--- config.mk ---
export PLATFORM = sky130hd
export DESIGN_NAME = rbr_queue
export DESIGN_NICKNAME = d
export VERILOG_FILES = /design/src/hdl/rbr_pkg.sv /design/src/hdl/rbr_queue.sv
export SDC_FILE = /design/constraint.sdc
export NUM_CORES = 1
export LEC_CHECK = 0
export BUFFER_PORTS_ARGS = -buffer_cell sky130_fd_sc_hd__buf_2
export CAP_MARGIN = 40
export CORE_MARGIN = 8
export CORE_UTILIZATION = 50
export CTS_CLUSTER_SIZE = 8
export DETAILED_ROUTE_END_ITERATION = 12
export GPL_ROUTABILITY_DRIVEN = 0
export HOLD_SLACK_MARGIN = 0.02
export MAX_ROUTING_LAYER = met4
export PLACE_DENSITY = 0.83
export SLEW_MARGIN = 20
export SYNTH_ARGS = -nofsm -noshare
export SYNTH_HDL_FRONTEND = slang
export SYNTH_SLANG_ARGS = --single-unit
--- constraint.sdc ---
create_clock -name clock -period 8.3 [get_ports clock]
set_input_delay 2.49 -clock clock [delete_from_list [all_inputs] [get_ports clock]]
set_output_delay 2.49 -clock clock [all_outputs]
set_load 0.01 [all_outputs]
--- src/hdl/rbr_pkg.sv ---
// rbr_pkg: shared constants and types of the reciprocal bound relaxation block
// used by every module under hdl; no dependencies
package rbr_pkg;

   localparam int NEURONS = 256;
   localparam int IDX_W   = 8;
   localparam int TOL_W   = 16;
   localparam int QUO_W   = 32;
   localparam int DIV_NW  = 62;
   localparam int DIV_LAT = QUO_W + 1;
   localparam int QDEPTH  = 4;
   localparam int QPTR_W  = 2;

   localparam logic [31:0] QMAX = 32'h7FFF_FFFF;
   localparam logic [31:0] QMIN = 32'h8000_0000;

   typedef enum logic {
      ACT_RELAX = 1'b0,
      ACT_SUBST = 1'b1
   } action_type;

   // classified item handed from the front to the back
   typedef struct packed {
      action_type       action;
      logic [IDX_W-1:0] neuron;
      logic             status;
      logic [31:0]      lo;
      logic [31:0]      hi;
      logic [31:0]      mid;
      logic             lo_inf;
      logic             lo_zero;
      logic             hi_inf;
      logic             hi_zero;
      logic             mid_inf;
      logic             mid_zero;
      logic             equal;
      logic [31:0]      wl;
      logic [31:0]      wu;
   } job_type;

   typedef struct packed {
      logic        status;
      logic [31:0] bound_lower;
      logic [31:0] bound_upper;
      logic [31:0] low_slope;
      logic [31:0] low_offset;
      logic [31:0] high_slope;
      logic [31:0] high_offset;
      logic [31:0] lower_coeff_delta;
      logic [31:0] lower_bias_delta;
      logic [31:0] upper_coeff_delta;
      logic [31:0] upper_bias_delta;
   } rsp_type;

endpackage

--- src/hdl/rbr_queue.sv ---
// rbr_queue: short queue of classified items between front and back
// depends on rbr_pkg
module rbr_queue (
   input  logic             clock,
   input  logic             reset,
   input  logic             push,
   input  rbr_pkg::job_type wdata,
   output logic             full,
   input  logic             pop,
   output rbr_pkg::job_type rdata,
   output logic             empty
);

   rbr_pkg::job_type              mem_ff [rbr_pkg::QDEPTH];
   logic [rbr_pkg::QPTR_W-1:0]    wptr_ff, rptr_ff;
   logic [rbr_pkg::QPTR_W:0]      cnt_ff, cnt_in;
   logic                          do_push, do_pop;

   assign full    = (cnt_ff == (rbr_pkg::QPTR_W+1)'(rbr_pkg::QDEPTH));
   assign empty   = (cnt_ff == '0);
   assign do_push = push && !full;
   assign do_pop  = pop && !empty;
   assign rdata   = mem_ff[rptr_ff];

   always_comb begin
      cnt_in = cnt_ff;
      if (do_push && !do_pop) begin
         cnt_in = cnt_ff + 1'b1;
      end else if (do_pop && !do_push) begin
         cnt_in = cnt_ff - 1'b1;
      end
   end

   always_ff @(posedge clock) begin
      if (reset) begin
         wptr_ff <= '0;
         rptr_ff <= '0;
         cnt_ff  <= '0;
      end else begin
         cnt_ff <= cnt_in;
         if (do_push) begin
            wptr_ff <= wptr_ff + 1'b1;
         end
         if (do_pop) begin
            rptr_ff <= rptr_ff + 1'b1;
         end
      end
      if (do_push) begin
         mem_ff[wptr_ff] <= wdata;
      end
   end

endmodule

==> flow_metrics.py <==
metrics = {
    "die": {
        "start_util": 0.506,
        "die_x_microns": 244,
        "die_area_sq_um": 59600,
        "die_height_microns": 244,
        "coreArea_sq_um": 51400,
        "rows": 83,
        "pin_count": 360,
    },
    "timing": {
        "setup-tns-final_ns": 0,
        "period_needed_ns": 5.04,
        "hold_viol": 0,
        "worst_pin_slew_ns": 0.882,
        "timing.fmax_mhz": 199,
        "rsz0062_at_grt": "false",
        "timing.final.crit_share": 0.607,
        "setup_viol": 0,
        "report.final.slew_viol_count": 0,
        "finClkSkew_ns": 0.0132,
        "slew_headroom": 0.412,
    },
    "grt": {
        "met3_usage": 0.0506,
        "antenna_found_initial": 17,
        "use_met1": 0.207,
        "grt_pass1_wl_mm": 80.3,
        "grt_pass1_vias": 13000,
        "grt_busiest_layer": "met2",
        "overflow": 0,
        "grtUsageTotal": 0.185,
        "grt_max_degree": 107,
        "use_met2": 0.309,
    },
    "critical_path": {
        "worstPathArrival_ns": 2.55,
        "crit_path_max_fanout": 51,
        "worstSetupPathType": "flip-flop to output pin",
        "worstPathCellList": "buf_4, buf_16, mux4_2, buf_2",
        "startpoint_type": "flip-flop",
        "end_kind": "output pin",
        "slowest_delay_ns": 0.56,
        "required_ns": 5.81,
        "slowest_stage": "dfxtp_4",
    },
    "cts": {
        "cts_tree": "yes",
        "cts_resized": 0,
        "cts_buffer_depth": 3,
        "cts_max_level": 3,
        "cts_made_buffers": 99,
        "root_buffer": "clkbuf_16",
        "cts_hold_buf": 0,
        "cts.clk_slew.worst_paths_ns": 0.05,
        "cts.sinks": 717,
        "insertion_delay_ns": 0.62,
        "postCtsSetupBuffers": 0,
    },
    "drt": {
        "vias": 11900,
        "ant_nets": 0,
        "drt-total-wl_mm": 54.9,
        "wire_per_inst_microns": 25.7,
        "dr.pass1.iters": 7,
        "via_per_inst": 5.56,
        "drt_iter0_markers": 805,
        "drcViolationCount": 0,
    },
    "power_and_ir_drop": {
        "p_seq_frac": 0.442,
        "p_sw_frac": 0.258,
        "clkPwrFrac": 0.344,
        "vdd_drop_max_uv": 323,
        "p_int_w": 0.00749,
        "powerDensity_nw_per_um2": 322,
        "p_leak_nw": 10.5,
        "p_switching_w": 0.00260,
        "power_frac_comb": 0.214,
    },
    "layout": {
        "area_growth_pct": 20.6,
        "fillerInstances": 3404,
        "stdcell_area_sq_um": 31400,
        "final_core_util": 0.610,
        "fin_nets": 1596,
        "drive_above_1_share": 0.464,
    },
    "place": {
        "io_buffers": 359,
        "hpwl_mm": 32.4,
        "place_area_sq_um": 28700,
    },
    "synthesis": {
        "syn_inst": 973,
        "ys_ff_latch": 717,
        "postSynthAreaPerCell_sq_um": 26.7,
        "ys_seq_area_frac": 0.825,
        "ys_warn_count": 0,
        "yosys.area.top_type": "edfxtp_1",
        "synth_area_sq_um": 26000,
        "synth_top_area_frac": 0.818,
        "ys_top_cells_by_area": "edfxtp_1 82%, mux4_2 15%, dfxtp_1 0.69%",
        "synthDistinctLibCells": 21,
        "syn_nets": 1160,
    },
    "worst_hold_path": {
        "min_path_type": "flip-flop to flip-flop",
    },
    "flow_run": {
        "max_cap_violations": 0,
    },
    "run_status": {
        "status": "complete, no violations",
    },
}
critical path: cells and delay by family, from the launching register on:
| family | cells | cell delay, ns |
|---|---|---|
| buffers and inverters | 3 | 0.87 |
| multiplexers | 1 | 0.40 |
| flip-flops | 1 | 0.56 |
layout make-up:
type / count / area, sq um / share of cell area
Inverter: 4 / 15.0 / 0.000479
Clock inverter: 6 / 67.6 / 0.00215
Sequential cell: 717 / 21400 / 0.684
Timing Repair Buffer: 376 / 2100 / 0.0671
Tap cell: 680 / 851 / 0.0271
Clock buffer: 120 / 2570 / 0.0818
Multi-Input combinational cell: 211 / 4260 / 0.136
Antenna cell: 22 / 55.1 / 0.00176
worst paths after layout:
kind | slack (ns) | endpoint | start | depth (start not counted)
hold / removal | 0.52 | rptr_ff[1] | rptr_ff[1] | 2
setup reg to reg | 5.66 | mem_ff[0][110] | cnt_ff[0] | 5
setup / recovery | 3.26 | rdata[34] | flip-flop | 4
hold reg to reg | 0.52 | rptr_ff[1] | rptr_ff[1] | 2
logic make-up (layout without fill, tap and decap cells):
group	after synthesis	in the layout	share of synthesized area
compound gates	6	6	0.00140
xor+xnor	4	4	0.00135
fa+ha+maj	6	6	0.00318
buf+inv	45	506	0.0120
flops	717	717	0.825
mux	179	179	0.154
other cells	0	22	0
simple gates	16	16	0.00327
flip-flops by register name, indices dropped and copies added (netlist names), named ones only:
signal and flops:
cnt_ff 3, mem_ff 708, rptr_ff 2, wptr_ff 2
cells in the mapped netlist:
master	count
ha_1	5
nand2b_1	2
o21ai_0	2
mux2i_1	2
or3_1	2
and2_1	4
o31ai_1	1
nor3_1	1
inv_1	4
clkbuf_1	6
xor2_1	4
nor2_1	6
fa_1	1
o311ai_0	1
buf_6	16
a21oi_1	2
buf_2	19
dfxtp_1	9
mux4_2	177
nor3b_1	1
edfxtp_1	708
through the flow:
stage               worst slack [ns]  cells  total power, W  hold WS, ns
CTS                             3.22   2114          0.0102        0.531
global placement                3.46   1983         0.00663        0.493
floorplan                      0.875    973         0.00595        0.482
global route                    3.17   2132          0.0105        0.550
detailed placement              3.60   1988         0.00671        0.519
finish                          3.26   2136          0.0101        0.520
placed cells by master, fill, tap and decap left out, types with 5 or more instances in the layout:
master and instances:
buf_12 8, edfxtp_1 708, ha_1 5, clkbuf_16 99
buf_2 359, buf_4 5, diode_2 22, clkbuf_1 20
nor2_1 6, dfxtp_1 7, mux4_2 177
layer usage:
| metal | wire length (microns) | share of wire |
|---|---|---|
| met1 | 19800 | 0.36 |
| met4 | 1880 | 0.034 |
| met2 | 29400 | 0.53 |
| met3 | 3870 | 0.071 |
| met5 | 0 | 0 |
power groups by stage:
stage               clock, W  combinational [W]  sequential [W]
detailed placement         0            0.00219         0.00452
floorplan                  0            0.00142         0.00453
global placement           0            0.00214         0.00449
global route         0.00368            0.00230         0.00449
finish               0.00347            0.00215         0.00446
CTS                  0.00355            0.00222         0.00447
Note: power is estimated with default switching activity, not from simulation.
