**src/hdl/rbr_pkg.sv**
```systemverilog
// rbr_pkg: shared constants and types of the reciprocal bound relaxation block
// used by every module under hdl; no dependencies
package rbr_pkg;

   localparam int NEURONS = 256;
   localparam int IDX_W   = 8;
   localparam int TOL_W   = 16;
   localparam int QUO_W   = 32;
   localparam int DIV_NW  = 62;
   localparam int DIV_LAT = QUO_W + 1;
   localparam int QDEPTH  = 4;
   localparam int QPTR_W  = 2;

   localparam logic [31:0] QMAX = 32'h7FFF_FFFF;
   localparam logic [31:0] QMIN = 32'h8000_0000;

   typedef enum logic {
      ACT_RELAX = 1'b0,
      ACT_SUBST = 1'b1
   } action_type;

   // classified item handed from the front to the back
   typedef struct packed {
      action_type       action;
      logic [IDX_W-1:0] neuron;
      logic             status;
      logic [31:0]      lo;
      logic [31:0]      hi;
      logic [31:0]      mid;
      logic             lo_inf;
      logic             lo_zero;
      logic             hi_inf;
      logic             hi_zero;
      logic             mid_inf;
      logic             mid_zero;
      logic             equal;
      logic [31:0]      wl;
      logic [31:0]      wu;
   } job_type;

   typedef struct packed {
      logic        status;
      logic [31:0] bound_lower;
      logic [31:0] bound_upper;
      logic [31:0] low_slope;
      logic [31:0] low_offset;
      logic [31:0] high_slope;
      logic [31:0] high_offset;
      logic [31:0] lower_coeff_delta;
      logic [31:0] lower_bias_delta;
      logic [31:0] upper_coeff_delta;
      logic [31:0] upper_bias_delta;
   } rsp_type;

endpackage

```
**src/hdl/rbr_front.sv**
```systemverilog
// rbr_front: input register and classification of relax and substitute items
// depends on rbr_pkg
module rbr_front (
   input  logic                      clock,
   input  logic                      reset,
   input  logic                      push,
   output logic                      full,
   input  logic                      action,
   input  logic [rbr_pkg::IDX_W-1:0] neuron,
   input  logic [31:0]               source_lower,
   input  logic [31:0]               source_upper,
   input  logic [31:0]               weight_lower,
   input  logic [31:0]               weight_upper,
   input  logic [rbr_pkg::TOL_W-1:0] tolerance,
   output logic                      q_push,
   output rbr_pkg::job_type          q_data,
   input  logic                      q_full
);

   typedef struct packed {
      logic                      action;
      logic [rbr_pkg::IDX_W-1:0] neuron;
      logic [31:0]               lo;
      logic [31:0]               hi;
      logic [31:0]               wl;
      logic [31:0]               wu;
   } raw_type;

   raw_type     f_ff;
   logic        f_v_ff, f_v_in;
   logic        accept;
   logic [31:0] loc, hic, tol32;
   logic [32:0] diff, absd, sum;

   assign full   = f_v_ff && q_full;
   assign accept = push && !full;
   assign f_v_in = accept || (f_v_ff && q_full);
   assign q_push = f_v_ff && !q_full;

   always_ff @(posedge clock) begin
      if (reset) begin
         f_v_ff <= 1'b0;
      end else begin
         f_v_ff <= f_v_in;
      end
      if (accept) begin
         f_ff <= '{action, neuron, source_lower, source_upper, weight_lower, weight_upper};
      end
   end

   // negative bounds clamp to zero and raise the flag
   always_comb begin
      tol32 = {16'b0, tolerance};
      loc   = f_ff.lo[31] ? 32'b0 : f_ff.lo;
      hic   = f_ff.hi[31] ? 32'b0 : f_ff.hi;
      diff  = {1'b0, hic} - {1'b0, loc};
      absd  = diff[32] ? (33'd0 - diff) : diff;
      sum   = {1'b0, loc} + {1'b0, hic};

      q_data.action   = rbr_pkg::action_type'(f_ff.action);
      q_data.neuron   = f_ff.neuron;
      q_data.status   = f_ff.lo[31] | f_ff.hi[31];
      q_data.lo       = loc;
      q_data.hi       = hic;
      q_data.lo_inf   = (loc == rbr_pkg::QMAX);
      q_data.hi_inf   = (hic == rbr_pkg::QMAX);
      q_data.lo_zero  = (loc <= tol32);
      q_data.hi_zero  = (hic <= tol32);
      q_data.mid      = (q_data.lo_inf || q_data.hi_inf) ? rbr_pkg::QMAX : sum[32:1];
      q_data.mid_inf  = (q_data.mid == rbr_pkg::QMAX);
      q_data.mid_zero = (q_data.mid <= tol32);
      q_data.equal    = (absd <= {1'b0, tol32});
      q_data.wl       = f_ff.wl;
      q_data.wu       = f_ff.wu;
   end

endmodule

```
**config.mk**
```make
export PLATFORM = sky130hd
export DESIGN_NAME = rbr_front
export DESIGN_NICKNAME = d
export VERILOG_FILES = /design/src/hdl/rbr_pkg.sv /design/src/hdl/rbr_front.sv
export SDC_FILE = /design/constraint.sdc
export NUM_CORES = 1
export LEC_CHECK = 0
export BUFFER_PORTS_ARGS = -buffer_cell sky130_fd_sc_hd__buf_4
export CORE_UTILIZATION = 50
export DETAILED_ROUTE_END_ITERATION = 7
export GPL_TIMING_DRIVEN = 1
export HOLD_SLACK_MARGIN = 0.08
export PLACE_DENSITY_LB_ADDON = 0.12
export SETUP_SLACK_MARGIN = 0.2
export SLEW_MARGIN = 20
export SYNTH_ARGS = -nofsm -noshare
export SYNTH_HDL_FRONTEND = slang
export SYNTH_SLANG_ARGS = --single-unit
export TNS_END_PERCENT = 10
```
**constraint.sdc**
```tcl
create_clock -name clock -period 12.2 [get_ports clock]
set_input_delay 2.44 -clock clock [delete_from_list [all_inputs] [get_ports clock]]
set_output_delay 2.44 -clock clock [all_outputs]
set_load 0.02 [all_outputs]
```
==> run_results.csv <==
group,metric,value,unit
outcome,status,"finished clean",
global_routing,overflow,0,
clock_network,clock_latency,0.42,ns
clock_network,cts_tree,"done",
placed_design,place_congestion,1.05,
job,max_cap_viol_count,0,
synth,ys_ff_latch,138,
synth,yosysUniqueCellTypes,106,
synth,yosys.area_share.simple,20.8,%
pwr,leakage,6.54,nW
clock_network,clockBufferDepth,2,
timing,tightest_slew,1.01,ns
layout,drive_gt1_share,25.8,%
synth,synth_area_leaders,"edfxtp_1, ha_1, buf_4",
placed_design,port_buffers,332,
worst_setup_path,critPathMaxStageDelay,0.60,ns
floorplanning,fp.dieArea,0.0254,mm2
global_routing,grt_pass1_wl,66400,um
layout,nFillCells,2133,
synth,synth_xor_area_share,7.21,%
layout,layout_commonest_cell,"buf_4",
global_routing,first_global_vias,11400,
synth,yosys.area.top_type_share,33.2,%
synth,syn_area,0.0124,mm2
worst_setup_path,reg2reg_slack,9.21,ns
clock_network,htree_num_levels,4,
floorplanning,die_w,159,um
timing,fin_tns_setup,0,ns
pwr,peakVddDrop,0.156,mV
routing,drc,0,
synth,syn_area_per_cell,8.99,um2
timing,maxSlewViolCount,0,
synth,yosysWarnings,0,
timing,setup_viol,0,
worst_setup_path,crit_path_end_kind,"output pin",
clock_network,cts_buffers,17,
worst_setup_path,worstSetupPathType,"reg2out",
clock_network,clk_pin_slew,0.06,ns
clock_network,cts_resized,0,
layout,area_growth,21.9,%
worst_setup_path,cp_slowest_cell,"ha_1",
timing,hold_viol_final,0,
timing,maxSlewHeadroom,32.8,%
timing,fin_crit,9.64,ns
pwr,switchingPower,0.647,mW
layout,nets,1839,
timing,fin_crit_sh,79.0,%
placed_design,hpwl,36200,um
timing,fmax,104,MHz
layout,final_cell_mix,"buf_4, edfxtp_1, nand2_1",
routing,ant_nets,0,
floorplanning,start_util,51.0,%
global_routing,grt_usage,34.1,%
floorplanning,core,0.0243,mm2
routing,num_vias,11700,
clock_network,clock_sinks,138,
pwr,p_seq_share,32.3,%
synth,synth_ff_type,"edfxtp_1",
synth,syn_inst,1378,
floorplanning,io_pins,336,
pwr,power_density,119,mW/mm2
timing,finClkSkew,0.00764,ns
layout,stdcell_area,0.0151,mm2
synth,synthArstFlopShare,0,%
floorplanning,rows,57,
pwr,p_clk_share,29.6,%
routing,avgRoutedWirePerCell,22.9,um
pwr,internal_power,1.15,mW
synth,synthMuxAreaShare,0.676,%
worst_hold_path,hp-class,"reg2reg",
routing,drt-pass1-iter-count,6,
placed_design,placed_area,0.0145,mm2
worst_setup_path,critPathArrivalTime,7.20,ns
clock_network,cts_hold_buf,0,
routing,drt_iter0_drc,1258,
worst_setup_path,start_kind,"flip-flop",
global_routing,grt_max_degree,55,
global_routing,grt_antenna_before_repair,2,
pwr,finalPower,1.80,mW
worst_setup_path,crit_path_max_fanout,33,
timing,grt_setup_unrepaired,"no",
clock_network,post_cts_buffers,0,
synth,synth_edf_count,137,
clock_network,cts_root_buf,"clkbuf_16",
pwr,switching_share,36.0,%
synth,synthAdderAreaFrac,9.49,%
routing,drt-total-wl,44300,um
worst_setup_path,worstPathRequired,9.76,ns
pwr,p_comb_share,38.1,%
routing,vias_per_cell,6.07,
synth,synth-compound-area-share,18.9,%
synth,synth_top_area_cell,"edfxtp_1",
floorplanning,die_h,159,um
synth,synth_top_family_by_area,"simple AND/OR/NAND/NOR gates",
synth,ys_seq_area_share,33.4,%
final cells by class:
class / instances / area (um2) / share of cell area, %
repair buffers: 339 / 2540 / 16.9
clock buffers: 17 / 425 / 2.82
inverters: 81 / 304 / 2.01
multi-input cells: 1019 / 7100 / 47.0
clock inverters: 15 / 185 / 1.23
well taps: 324 / 405 / 2.68
flip-flops and latches: 138 / 4130 / 27.4
diodes: 2 / 5.00 / 0.0331
synth_stat cells, types with 6 or more instances:
master     instances
edfxtp_1         137
nand2_1          117
nor2_1            87
ha_1              86
buf_4             79
inv_1             73
a21oi_1           70
xnor2_1           65
o21ai_0           54
nor2b_1           48
clkbuf_1          42
nand4_1           38
nor3_1            34
nand3_1           31
xor2_1            27
a21o_1            26
o21bai_1          22
nand2b_1          21
nor4_1            21
a31oi_1           16
and2_1            16
o22ai_1           14
a211oi_1          13
buf_2             13
o21a_1            13
o31ai_1           12
maj3_1            10
or3_1             10
nor4bb_1           9
o211ai_1           9
a311oi_1           7
and3_1             7
inv_2              7
a2111oi_0          6
a211o_1            6
a22oi_1            6
o2111ai_1          6
state kept, by name (all words and copies together), names as in the netlist:
signal,flops
f_v_ff,1
f_ff,64
q_data,73
power groups by stage:
stage                     clock [mW]  sequential (mW)  combinational, mW
after floorplan                    0            0.581              0.468
after global placement             0            0.590              0.669
after detailed placement           0            0.590              0.673
after CTS                      0.538            0.581              0.675
after global routing           0.553            0.584              0.736
final                          0.531            0.581              0.685
worst max-delay path: cells and delay by family (launching register included):
kind | cells | cell delay (ns)
AND/OR/NAND/NOR | 8 | 1.42
adder cells (fa/ha/maj) | 2 | 0.88
flip-flops | 1 | 0.35
AO/OA/AOI/OAI | 13 | 2.61
multiplexers | 1 | 0.38
buffers and inverters | 4 | 1.11
layer usage:
metal | wire [um] | GRT usage [%]
met1 | 18000 | 43.4
met3 | 4090 | 7.97
met2 | 20500 | 55.7
met5 | 0 | 0
met4 | 1710 | 14.2
worst paths after layout:
| check | start | to | depth (start not counted) |
|---|---|---|---|
| setup / recovery | f_ff[127] | q_data[64] | 28 |
| hold / removal | f_v_ff | f_v_ff | 3 |
| setup reg to reg | f_v_ff | f_ff[112] | 4 |
| hold reg to reg | f_v_ff | f_v_ff | 3 |
cell families after synthesis:
logic type / count (synthesis)
other cells: 1
buf+inv: 223
mux: 8
simple gates: 477
fa+ha+maj: 96
flops: 138
compound gates: 339
xor+xnor: 96
stage by stage:
step / cells / utilization [%] / setup WS [ns] / hold WS [ns]
floorplan: 1380 / - / 2.87 / 0.702
global placement: 1901 / 59.6 / 3.23 / 0.669
detailed placement: 1901 / 59.6 / 3.05 / 0.671
CTS: 1933 / 62.1 / 2.61 / 0.686
global route: 1935 / 62.1 / 2.05 / 0.720
finish: 1935 / 62.1 / 2.56 / 0.689
Note: power is estimated with default switching activity, not from simulation.
